--- src/rtl/core/pfc_pkg.sv ---
// pfc_pkg: shared types, register indexes and helper functions for the pixel format converter
`timescale 1ns / 1ps

package pfc_pkg;

    typedef logic [7:0]  comp_t;
    typedef logic [3:0]  width_t;
    typedef logic [4:0]  shift_t;
    typedef logic [35:0] layout_t;
    typedef logic [2:0]  reg_idx_t;

    // one packed component slot: shift and effective width
    typedef struct packed {
        shift_t sh;
        width_t w;
    } field_t;

    // request into a rescale lane
    typedef struct packed {
        comp_t  v;
        width_t sw;
        width_t dw;
    } rsc_req_t;

    localparam reg_idx_t REG_SRC_LAYOUT = 3'd0;
    localparam reg_idx_t REG_DST_LAYOUT = 3'd1;
    localparam reg_idx_t REG_SRC_BYTES  = 3'd2;
    localparam reg_idx_t REG_DST_BYTES  = 3'd3;
    localparam reg_idx_t REG_OPTIONS    = 3'd4;
    localparam reg_idx_t REG_KEY_LOW    = 3'd5;
    localparam reg_idx_t REG_KEY_HIGH   = 3'd6;

    localparam int OPT_ALPHA_TO_RGB = 0;
    localparam int OPT_INVERT_ALPHA = 1;
    localparam int OPT_COLOR_KEY    = 2;

    localparam int COMP_R = 0;
    localparam int COMP_G = 1;
    localparam int COMP_B = 2;
    localparam int COMP_A = 3;

    localparam int     NUM_COMP   = 4;
    localparam width_t FULL_WIDTH = 4'd8;
    localparam int     RECIP_BITS = 26;

    localparam comp_t  ALPHA_OPAQUE = 8'hFF;
    localparam comp_t  ALPHA_CLEAR  = 8'h00;

    // shift and width of component c, width clamped to 8 and to the word
    function automatic field_t field_of(input layout_t lay, input int c);
        logic [8:0] bits;
        field_t     f;
        logic [5:0] room;
        bits = 9'(lay >> (9 * c));
        f.sh = bits[4:0];
        f.w  = (bits[8:5] > FULL_WIDTH) ? FULL_WIDTH : bits[8:5];
        room = 6'd32 - 6'(f.sh);
        if (6'(f.w) > room)
        begin
            f.w = 4'(room);
        end
        return f;
    endfunction

    // mask of the valid bytes of a pixel; zero acts as one, five and up as four
    function automatic logic [31:0] byte_mask(input logic [2:0] b);
        logic [31:0] m;
        case (b) inside
            3'd0, 3'd1: m = 32'h0000_00FF;
            3'd2:       m = 32'h0000_FFFF;
            3'd3:       m = 32'h00FF_FFFF;
            [3'd4:3'd7]: m = 32'hFFFF_FFFF;
            default:    m = 32'hFFFF_FFFF;
        endcase
        return m;
    endfunction

    // all-ones value of a component of width w
    function automatic comp_t comp_max(input width_t w);
        logic [8:0] t;
        t = (9'd1 << w) - 9'd1;
        return comp_t'(t);
    endfunction

    // ceil(2^26 / (2 * (2^sw - 1))): exact quotient for numerators below 2^17
    function automatic logic [RECIP_BITS-1:0] recip(input width_t sw);
        logic [RECIP_BITS-1:0] r;
        case (sw)
            4'd1:    r = 26'd33554432;
            4'd2:    r = 26'd11184811;
            4'd3:    r = 26'd4793491;
            4'd4:    r = 26'd2236963;
            4'd5:    r = 26'd1082402;
            4'd6:    r = 26'd532611;
            4'd7:    r = 26'd264209;
            4'd8:    r = 26'd131587;
            default: r = 26'd0;
        endcase
        return r;
    endfunction

endpackage

--- src/rtl/core/pfc_rescale.sv ---
// pfc_rescale: two-stage lane computing round(v * dmax / smax) by reciprocal multiply
`timescale 1ns / 1ps

module pfc_rescale
    import pfc_pkg::*;
(
    input  logic     clk,
    input  rsc_req_t req,
    output comp_t    q
);

    localparam int NUM_BITS  = 17;
    localparam int PROD_BITS = NUM_BITS + RECIP_BITS;

    logic [NUM_BITS-1:0]  num_reg, num_next;
    width_t               sw_reg;
    comp_t                dmax_reg, dmax_next;
    logic [15:0]          vd;
    logic [PROD_BITS-1:0] prod;
    comp_t                q_reg, q_next;

    // numerator 2*v*dmax + smax
    always_comb
    begin
        dmax_next = comp_max(req.dw);
        vd        = req.v * dmax_next;
        num_next  = {vd, 1'b0} + NUM_BITS'(comp_max(req.sw));
    end

    always_ff @(posedge clk)
    begin
        num_reg  <= num_next;
        sw_reg   <= req.sw;
        dmax_reg <= dmax_next;
    end

    // divide by 2*smax via reciprocal; missing source component gives full scale
    always_comb
    begin
        prod = PROD_BITS'(num_reg) * PROD_BITS'(recip(sw_reg));
        if (sw_reg == 4'd0)
        begin
            q_next = dmax_reg;
        end
        else
        begin
            q_next = prod[RECIP_BITS+7:RECIP_BITS];
        end
    end

    always_ff @(posedge clk)
    begin
        q_reg <= q_next;
    end

    assign q = q_reg;

endmodule

--- config.mk ---
export PLATFORM = sky130hd
export DESIGN_NAME = pfc_rescale
export DESIGN_NICKNAME = d
export VERILOG_FILES = /design/src/rtl/core/pfc_pkg.sv /design/src/rtl/core/pfc_rescale.sv
export SDC_FILE = /design/constraint.sdc
export NUM_CORES = 1
export LEC_CHECK = 0
export BUFFER_PORTS_ARGS = -buffer_cell sky130_fd_sc_hd__buf_4
export CORE_ASPECT_RATIO = 0.7
export CORE_UTILIZATION = 40
export DETAILED_ROUTE_END_ITERATION = 8
export PLACE_DENSITY = 0.56
export SLEW_MARGIN = 20
export SYNTH_ARGS = -nofsm -noshare
export SYNTH_HDL_FRONTEND = slang
export SYNTH_SLANG_ARGS = --single-unit
--- constraint.sdc ---
create_clock -name clk -period 13.95 [get_ports clk]
set_input_delay 2.79 -clock clk [delete_from_list [all_inputs] [get_ports clk]]
set_output_delay 2.79 -clock clk [all_outputs]
set_load 0.01 [all_outputs]
==> results.sh, run 1 <==
export IMPL_post_place_ws_ns=4.44
export IMPL_crit_path_max_fanout=14
export IMPL_die_y_um=159
export IMPL_cts_setup_buffers=0
export IMPL_layout_commonest_cell="inv_1"
export IMPL_place_inst=2005
export IMPL_peakVddDrop_v=0.000115
export IMPL_maxCapViolations=0
export IMPL_grt_max_degree=20
export IMPL_netlist_instances=1555
export IMPL_die_x_um=226
export IMPL_skew_ns=0.00952
export IMPL_crit_path_start_kind="input port"
export IMPL_cts_clk_slew_worst_paths_ns=0.07
export IMPL_fin_ws_ns=4.70
export IMPL_status="complete, no violations"
export IMPL_pwr_share_comb_pct=82.9
export IMPL_clock_latency_ns=0.29
export IMPL_syn2layout_area_growth_pct=5.81
export IMPL_gp_congestion=0.910
export IMPL_synth_nets=2036
export IMPL_final_max_slew_viol_count=0
export IMPL_portBuffers=24
export IMPL_grt_pass1_vias=10500
export IMPL_finalSetupViolCount=0
export IMPL_num_antenna_cells=0
export IMPL_power_leakage_uw=0.00756
export IMPL_wl_per_cell_um=17.9
export IMPL_finalHoldViolCount=0
export IMPL_clk_path_buf_depth=2
export IMPL_grt_pass1_wl_um=58600
export IMPL_netlist_area_um2=14000
export IMPL_p_sw_uw=1450
export IMPL_async_flop_share_pct=0
export IMPL_cts_root_buffer="clkbuf_16"
export IMPL_final_cell_mix="inv_1 (397), fa_1 (267), and2_1 (197), ha_1 (197), nand2_1 (146)"
export IMPL_drc=0
export IMPL_htreeDepth=2
export IMPL_pin_count=25
export IMPL_antenna_left=0
export IMPL_dr_pass1_iters=4
export IMPL_yosys_register_bits=53
export IMPL_clock_sinks=53
export IMPL_nets=2029
export IMPL_grt_use_met3_pct=4.24
export IMPL_initial_core_util_pct=41.2
export IMPL_grt_overflow=0
export IMPL_endpoint_kind="register"
export IMPL_power_density_nw_per_um2=179
export IMPL_hpwlAfterDp_um=30000
export IMPL_setup_tns_final_ns=0
export IMPL_synth_cell_type_count=52
export IMPL_yosysWarningCount=0
export IMPL_use_met2_pct=32.3
export IMPL_worstPathRequired_ns=14.13
export IMPL_cts_buffers=5
export IMPL_post_route_period_util_pct=66.3
export IMPL_rrSetupSlack_ns=6.74
export IMPL_fmax_ghz=0.108
export IMPL_drt_first_iter_violations=578
export IMPL_fillers=3421
export IMPL_routed_via_density=4.92
export IMPL_yosysSeqAreaShare_pct=7.57
export IMPL_hold_class="reg2reg"
export IMPL_avgSynthCellArea_um2=9.01
export IMPL_internal_power_uw=1210
export IMPL_drive_gt1_share_pct=3.49
export IMPL_rsz0062_at_grt="false"
export IMPL_synth_edf_count=0
export IMPL_grt_use_met1_pct=32.8
export IMPL_ctsHoldBuffers=0
export IMPL_relSlewSlack_pct=32.1
export IMPL_crit_type="in2reg"
export IMPL_via_count=9909
export IMPL_p_clk_share_pct=4.7
export IMPL_fin_cells=2013
export IMPL_cp_arrival_ns=9.44
export IMPL_cts_resized=0
export IMPL_routed_wl_um=36100
export IMPL_synth_ff_type="dfxtp_1"
export IMPL_antenna_found_initial=0
export IMPL_p_sw_share_pct=54.4
export IMPL_core_um2=34000
export IMPL_fin_crit_ns=9.25
export IMPL_rows=56
export IMPL_die_area_um2=35800
export IMPL_tritoncts="done"
export IMPL_p_seq_share_pct=12.4
export IMPL_grt_busiest_layer="met1"
export IMPL_grt_use_total_pct=21.7
export IMPL_tightest_slew_ns=1.01
export IMPL_finalPower_uw=2660
-- metrics by stage --
step	hold WS (ns)	utilization, %	cell area (um^2)
2_1_floorplan	0.401	-	14000
3_3_place_gp	0.440	43.2	14700
3_5_place_dp	0.427	43.2	14700
4_1_cts	0.446	43.6	14800
5_1_grt	0.441	43.6	14800
6_report	0.446	43.6	14800
-- per-layer routing --
metal  up-vias  share of wire [%]
met5         -                  0
met4         0                1.4
met3        29                7.2
met2       271                 41
met1      4958                 50
li1       4651                  -
-- power groups by stage --
stage	logic (uW)	registers (uW)	clock network, uW
after global placement	2180	333	0
after global routing	2540	335	135
final	2200	331	125
after floorplan	1680	236	0
after CTS	2220	326	129
after detailed placement	2210	330	0
-- cells by family after synthesis --
kind of cell    after synthesis  share of synthesized area, %
fa+ha+maj                   464                          55.7
buf+inv                     443                          11.9
simple gates                426                          16.0
compound gates              120                          5.75
flops                        53                          7.57
xor+xnor                     49                          3.06
-- worst paths after layout --
| check | from | end | cells past startpoint |
|---|---|---|---|
| min | dmax_reg[1]$_DFF_P_ | q[1]$_DFF_P_ | 2 |
| min reg2reg | dmax_reg[1]$_DFF_P_ | q[1]$_DFF_P_ | 2 |
| max reg2reg | register | q[5]$_DFF_P_ | 17 |
| max | req[3] | num_reg[16]$_DFF_P_ | 23 |
-- critical path, cell delays in order --
cell and delay, ns:
buf_4 0.16, or2_2 0.41, or3_1 0.48, ha_1 0.29, nor3_1 0.19, a21oi_1 0.06
o21ai_1 0.54, and2_1 0.26, fa_1 0.43, inv_1 0.08, fa_1 0.43, fa_1 0.49
inv_1 0.05, fa_1 0.43, ha_1 0.32, o21a_1 0.21, or2_2 0.32, o2bb2ai_1 0.17
xnor2_1 0.19, nor3_2 0.20, or3b_1 0.41, or3b_1 0.38, xnor2_1 0.13
-- Yosys cell counts, types with 8 or more instances --
library cell / n / area, um^2
inv_1: 397 / 1490
fa_1: 267 / 5350
and2_1: 197 / 1230
ha_1: 197 / 2460
nand2_1: 146 / 548
dfxtp_1: 53 / 1060
clkbuf_1: 46 / 173
xnor2_1: 38 / 333
o21ai_0: 33 / 165
nor2_1: 26 / 97.6
a21oi_1: 23 / 115
xor2_1: 11 / 96.3
a21boi_0: 8 / 60.1
a21o_1: 8 / 60.1
nor2b_1: 8 / 50.1
nor3_1: 8 / 40.0
-- area by class of cell --
cell class                 instances  area (um^2)  share of cell area (%)
clock buffer                       5          125                   0.844
clock inverter                     3         26.3                   0.177
inverter                         397         1490                    10.0
multi-input combinational       1059        11300                    76.2
sequential                        53         1060                    7.15
tap                              464          581                    3.91
timing repair buffer              32          240                    1.62
Note: power is estimated with default switching activity, not from simulation.
==> run 2: changes to the inputs <==
ABC_AREA = 1   (was unset)
PLACE_DENSITY = 0.58   (was 0.56)
clock period = 7.4 ns   (was 13.95 ns; I/O delays follow)
==> run 2 against run 1 <==
Net effect:
- routed wire length is 14% higher
- highest routed layer unchanged
- final cell count is 27% higher
- hold slack worse by 0.018 ns
- critical path depth is 7 higher
- global-route usage is 0.73 points higher
- sequential cell count stayed put
- critical endpoint unchanged
- synthesized area is 8.7% higher
==> results.sh, run 2 <==
export IMPL_status="complete, no violations"
export IMPL_yosysSeqAreaShare_pct=6.97
export IMPL_async_flop_share_pct=0
export IMPL_tightest_slew_ns=1.07
export IMPL_crit_path_start_kind="input port"
export IMPL_synth_ff_type="dfxtp_1"
export IMPL_routed_wl_um=41200
export IMPL_critPathBufInv=8
export IMPL_antenna_found_initial=0
export IMPL_gp_congestion=0.926
export IMPL_die_area_um2=38900
export IMPL_fin_cells=2565
export IMPL_portBuffers=24
export IMPL_maxCapViolations=0
export IMPL_via_count=12100
export IMPL_grt_pass1_wl_um=67400
export IMPL_finalSetupViolCount=0
export IMPL_hold_class="reg2reg"
export IMPL_pin_count=25
export IMPL_core_um2=37400
export IMPL_fillers=3899
export IMPL_place_inst=2557
export IMPL_cts_resized=0
export IMPL_die_x_um=235
export IMPL_yosys_register_bits=53
export IMPL_tritoncts="done"
export IMPL_setup_tns_final_ns=0
export IMPL_stdcell_area_um2=16100
export IMPL_synth_common_cells="inv_1 (668), nand2_1 (522), fa_1 (267)"
export IMPL_clk_path_buf_depth=2
export IMPL_critPathTopFamily="adder cells"
export IMPL_die_y_um=165
export IMPL_ctsHoldBuffers=0
export IMPL_yosysWarningCount=0
export IMPL_drc=0
export IMPL_layout_commonest_cell="inv_1"
export IMPL_multiInputGateArea_um2=11400
export IMPL_cpPeakStageDelay_ns=0.59
export IMPL_post_route_period_util_pct=89.1
export IMPL_power_leakage_uw=0.00987
export IMPL_fmax_ghz=0.152
export IMPL_nets=2557
export IMPL_critPathSlowestCell="xnor2_1"
export IMPL_rsz0062_at_grt="false"
export IMPL_num_antenna_cells=0
export IMPL_cts_buffers=5
export IMPL_utilization_pct=43.1
export IMPL_yosysTopAreaCell="fa_1"
export IMPL_grt_overflow=0
export IMPL_avgSynthCellArea_um2=7.32
export IMPL_routed_via_density=4.71
export IMPL_crit_type="in2reg"
export IMPL_dpl_cell_area_um2=15900
export IMPL_peakVddDrop_v=0.000250
export IMPL_dr_pass1_iters=7
export IMPL_cts_root_buffer="clkbuf_16"
export IMPL_grt_use_total_pct=22.4
export IMPL_synth_cell_type_count=36
export IMPL_cp_arrival_ns=6.79
export IMPL_grt_max_degree=19
export IMPL_synth_nets=2563
export IMPL_power_density_nw_per_um2=376
export IMPL_final_cell_mix="inv_1 (668), nand2_1 (522), fa_1 (267)"
export IMPL_crit_path_max_fanout=12
export IMPL_grt_pass1_vias=12500
export IMPL_hpwlAfterDp_um=36300
export IMPL_rows=59
export IMPL_finalHoldViolCount=0
export IMPL_drive_gt1_share_pct=3.56
export IMPL_fin_crit_ns=6.60
export IMPL_yosysMostFrequentCell="inv_1"
export IMPL_initial_core_util_pct=40.8
export IMPL_seqCellArea_um2=1060
export IMPL_clock_sinks=53
export IMPL_htreeDepth=2
export IMPL_cts_clk_slew_worst_paths_ns=0.07
export IMPL_drt_first_iter_violations=803
export IMPL_worstPathRequired_ns=7.60
export IMPL_netlist_instances=2082
export IMPL_skew_ns=0.00661
export IMPL_synth_edf_count=0
export IMPL_wl_per_cell_um=16.1
export IMPL_netlist_top_cells_area="fa_1 (35%), inv_1 (16%), ha_1 (16%), nand2_1 (13%), dfxtp_1 (7.0%)"
export IMPL_antenna_left=0
export IMPL_clock_latency_ns=0.30
export IMPL_cts_setup_buffers=0
export IMPL_endpoint_kind="register"
export IMPL_relSlewSlack_pct=28.5
export IMPL_yosysTopAreaCellShare_pct=35.1
export IMPL_syn2layout_area_growth_pct=5.68
export IMPL_final_max_slew_viol_count=0
export IMPL_netlist_area_um2=15200
[run 2: cell types whose count changed in the layout (fill, tap and decap cells not counted), sizes merged, moves of 30 or more]
cell and delta:
nand2 +384, inv +272, xnor2 -30, nand3 +49, nor2 +98, and2 -197
[run 2: routing by layer]
layer  up-vias  share of wire [%]  global-route usage, %
met5         -                  0                      0
met4         0                1.2                   3.39
met3        26                8.6                   5.87
met2       328                 41                   33.8
met1      5814                 50                   32.6
li1       5918                  -                      -
[run 2: kinds of logic after synthesis]
logic type,synth area share [%]
DFF,6.97
AOI/OAI and AO/OA,2.87
buffers and inverters,17.9
and+or+nand+nor,19.7
adders and majority gates,51.3
xor gates and xnor gates,1.21
[run 2: path summary, 6_finish.rpt]
| path | start | endpoint | slack, ns | cells past startpoint |
|---|---|---|---|---|
| max | req[3] | num_reg[16]$_DFF_P_ | 0.80 | 30 |
| max reg2reg | num_reg[3]$_DFF_P_ | q[1]$_DFF_P_ | 1.38 | 20 |
| min | dmax_reg[7]$_DFF_P_ | q[7]$_DFF_P_ | 0.43 | 2 |
| min reg2reg | dmax_reg[7]$_DFF_P_ | q[7]$_DFF_P_ | 0.43 | 2 |
[run 2: layout make-up]
type,count,area share (%)
Clock buffer,5,0.777
Tap cell,488,3.79
Sequential cell,53,6.59
Timing Repair Buffer,42,1.96
Inverter,672,15.7
Multi-Input combinational cell,1302,71.1
Clock inverter,3,0.163
[run 2: tightest hold or removal path, cell delays in order (launching register included)]
cell	delay (ns)
dfxtp_1	0.31
nand2_1	0.05
nand2_1	0.05
[run 2: report_power, final]
group          switching, uW  internal, uW  leakage (uW)
Clock                    114           128     0.0000680
Sequential               227           381      0.000442
Combinational           3310          1890       0.00936
[run 2: stage by stage]
stage	setup WS, ns	power, uW	hold WS, ns
after floorplan	0.807	4260	0.403
after global placement	0.639	5760	0.412
after detailed placement	0.529	5800	0.413
after CTS	0.848	6090	0.431
after global routing	0.282	6840	0.446
final	0.804	6050	0.428
==> run 3: changes to the inputs <==
CORE_UTILIZATION = 60   (was 40)
PLACE_DENSITY = 0.81   (was 0.58)
==> run 3 against run 2 <==
Net effect:
- combinational power down 1%
- critical endpoint is now num_reg[14]$_DFF_P_
- sequential power up 3%
- clock skew up 0.0013 ns
- largest cell class unchanged
- maximum frequency down 4.8%
- power down 0.64%
- via count up 3.2%
- routed wire length down 4.7%
- first-iteration DRC count up 24%
- clock power about the same
- highest routed layer unchanged
- hold slack better by 0.0076 ns
==> results.sh, run 3 (synthesis gave the netlist of run 2 again) <==
export IMPL_gp_congestion=0.985
export IMPL_cts_buffers=5
export IMPL_htreeDepth=2
export IMPL_tightest_slew_ns=1.04
export IMPL_portBuffers=24
export IMPL_cpPeakStageDelay_ns=0.53
export IMPL_cts_clk_slew_worst_paths_ns=0.07
export IMPL_cp_common_cell="inv_1"
export IMPL_cp_arrival_ns=7.12
export IMPL_stdcell_area_um2=15800
export IMPL_final_max_slew_viol_count=0
export IMPL_syn2layout_area_growth_pct=4.00
export IMPL_fin_crit_ns=6.93
export IMPL_finalSetupViolCount=0
export IMPL_wl_per_cell_um=16.4
export IMPL_peakVddDrop_v=0.000335
export IMPL_fillers=2201
export IMPL_ff2ff_path_depth=20
export IMPL_finalHoldViolCount=0
export IMPL_status="complete, no violations"
export IMPL_grt_pass1_vias=12600
export IMPL_tritoncts="done"
export IMPL_grt_use_total_pct=32.4
export IMPL_die_area_um2=26000
export IMPL_dpl_cell_area_um2=15700
export IMPL_rows=48
export IMPL_dr_pass1_iters=6
export IMPL_pin_count=25
export IMPL_nets=2550
export IMPL_power_leakage_uw=0.00983
export IMPL_critPathSlowestCell="fa_1"
export IMPL_grt_max_degree=19
export IMPL_crit_type="in2reg"
export IMPL_power_density_nw_per_um2=379
export IMPL_fmax_ghz=0.144
export IMPL_crit_path_start_kind="input port"
export IMPL_cts_root_buffer="clkbuf_16"
export IMPL_antenna_found_initial=1
export IMPL_grt_overflow=0
export IMPL_rrSetupSlack_ns=1.35
export IMPL_hpwlAfterDp_um=33700
export IMPL_initial_core_util_pct=61.4
export IMPL_clk_path_buf_depth=2
export IMPL_layout_commonest_cell="inv_1"
export IMPL_drc=0
export IMPL_post_route_period_util_pct=93.6
export IMPL_maxCapViolations=0
export IMPL_utilization_pct=63.9
export IMPL_endpoint_kind="register"
export IMPL_ctsHoldBuffers=0
export IMPL_cts_setup_buffers=0
export IMPL_hold_class="reg2reg"
export IMPL_clock_latency_ns=0.30
export IMPL_clock_sinks=53
export IMPL_place_inst=2387
export IMPL_num_antenna_cells=0
export IMPL_grt_pass1_wl_um=64300
export IMPL_die_y_um=135
export IMPL_drive_gt1_share_pct=3.24
export IMPL_rsz0062_at_grt="false"
export IMPL_relSlewSlack_pct=30.7
export IMPL_final_cell_mix="inv_1 (668), nand2_1 (522), fa_1 (267)"
export IMPL_fin_cells=2395
export IMPL_antenna_left=0
export IMPL_drt_first_iter_violations=994
export IMPL_routed_wl_um=39300
export IMPL_cts_resized=0
export IMPL_crit_path_max_fanout=12
export IMPL_via_count=12500
export IMPL_routed_via_density=5.21
export IMPL_setup_tns_final_ns=0
export IMPL_worstPathRequired_ns=7.59
export IMPL_skew_ns=0.00786
export IMPL_finalPower_uw=6010
export IMPL_die_x_um=192
export IMPL_core_um2=24800
export IMPL_hold_path_depth=2
==> run 3: area by class of cell <==
type	instances	area, um^2	area share (%)
sequential	53	1060	6.70
inverter	672	2520	15.9
tap	325	407	2.57
multi-input combinational	1302	11400	72.2
clock buffer	5	125	0.790
clock inverter	3	26.3	0.166
timing repair buffer	35	263	1.66
==> run 3: through the flow <==
step / hold slack [ns] / setup WS [ns]
after detailed placement: 0.424 / 0.257
after global placement: 0.410 / 0.486
after floorplan: 0.403 / 0.807
final: 0.435 / 0.471
after global routing: 0.452 / 0.0282
after CTS: 0.441 / 0.551
==> run 3: final timing paths <==
| kind | from | to |
|---|---|---|
| setup reg to reg | num_reg[3]$_DFF_P_ | q[1]$_DFF_P_ |
| hold / removal | dmax_reg[7]$_DFF_P_ | q[7]$_DFF_P_ |
| hold reg to reg | dmax_reg[7]$_DFF_P_ | q[7]$_DFF_P_ |
| setup / recovery | req[3] | num_reg[14]$_DFF_P_ |
==> run 3: worst max-delay path, delay by kind of cell <==
family / cells / cell delay (ns)
compound gates: 4 / 0.63
buf+inv: 6 / 0.63
xor+xnor: 1 / 0.19
simple gates: 8 / 1.35
fa+ha+maj: 7 / 2.84
==> run 3: routing by layer <==
| metal | up-vias | GRT usage [%] | part of all wire (%) |
|---|---|---|---|
| met1 | 5927 | 46.2 | 44 |
| met2 | 539 | 49.1 | 43 |
| met3 | 74 | 8.94 | 11 |
| met4 | 0 | 7.13 | 2.2 |
| met5 | - | 0 | 0 |
| li1 | 5936 | - | - |
==> run 3: report_power, final <==
part	switching [uW]	internal, uW	leakage, uW	total, uW
Clock	117	128	0.0000680	245
Combinational	3270	1870	0.00932	5140
Sequential	243	381	0.000442	624
Total	3630	2380	0.00983	6010
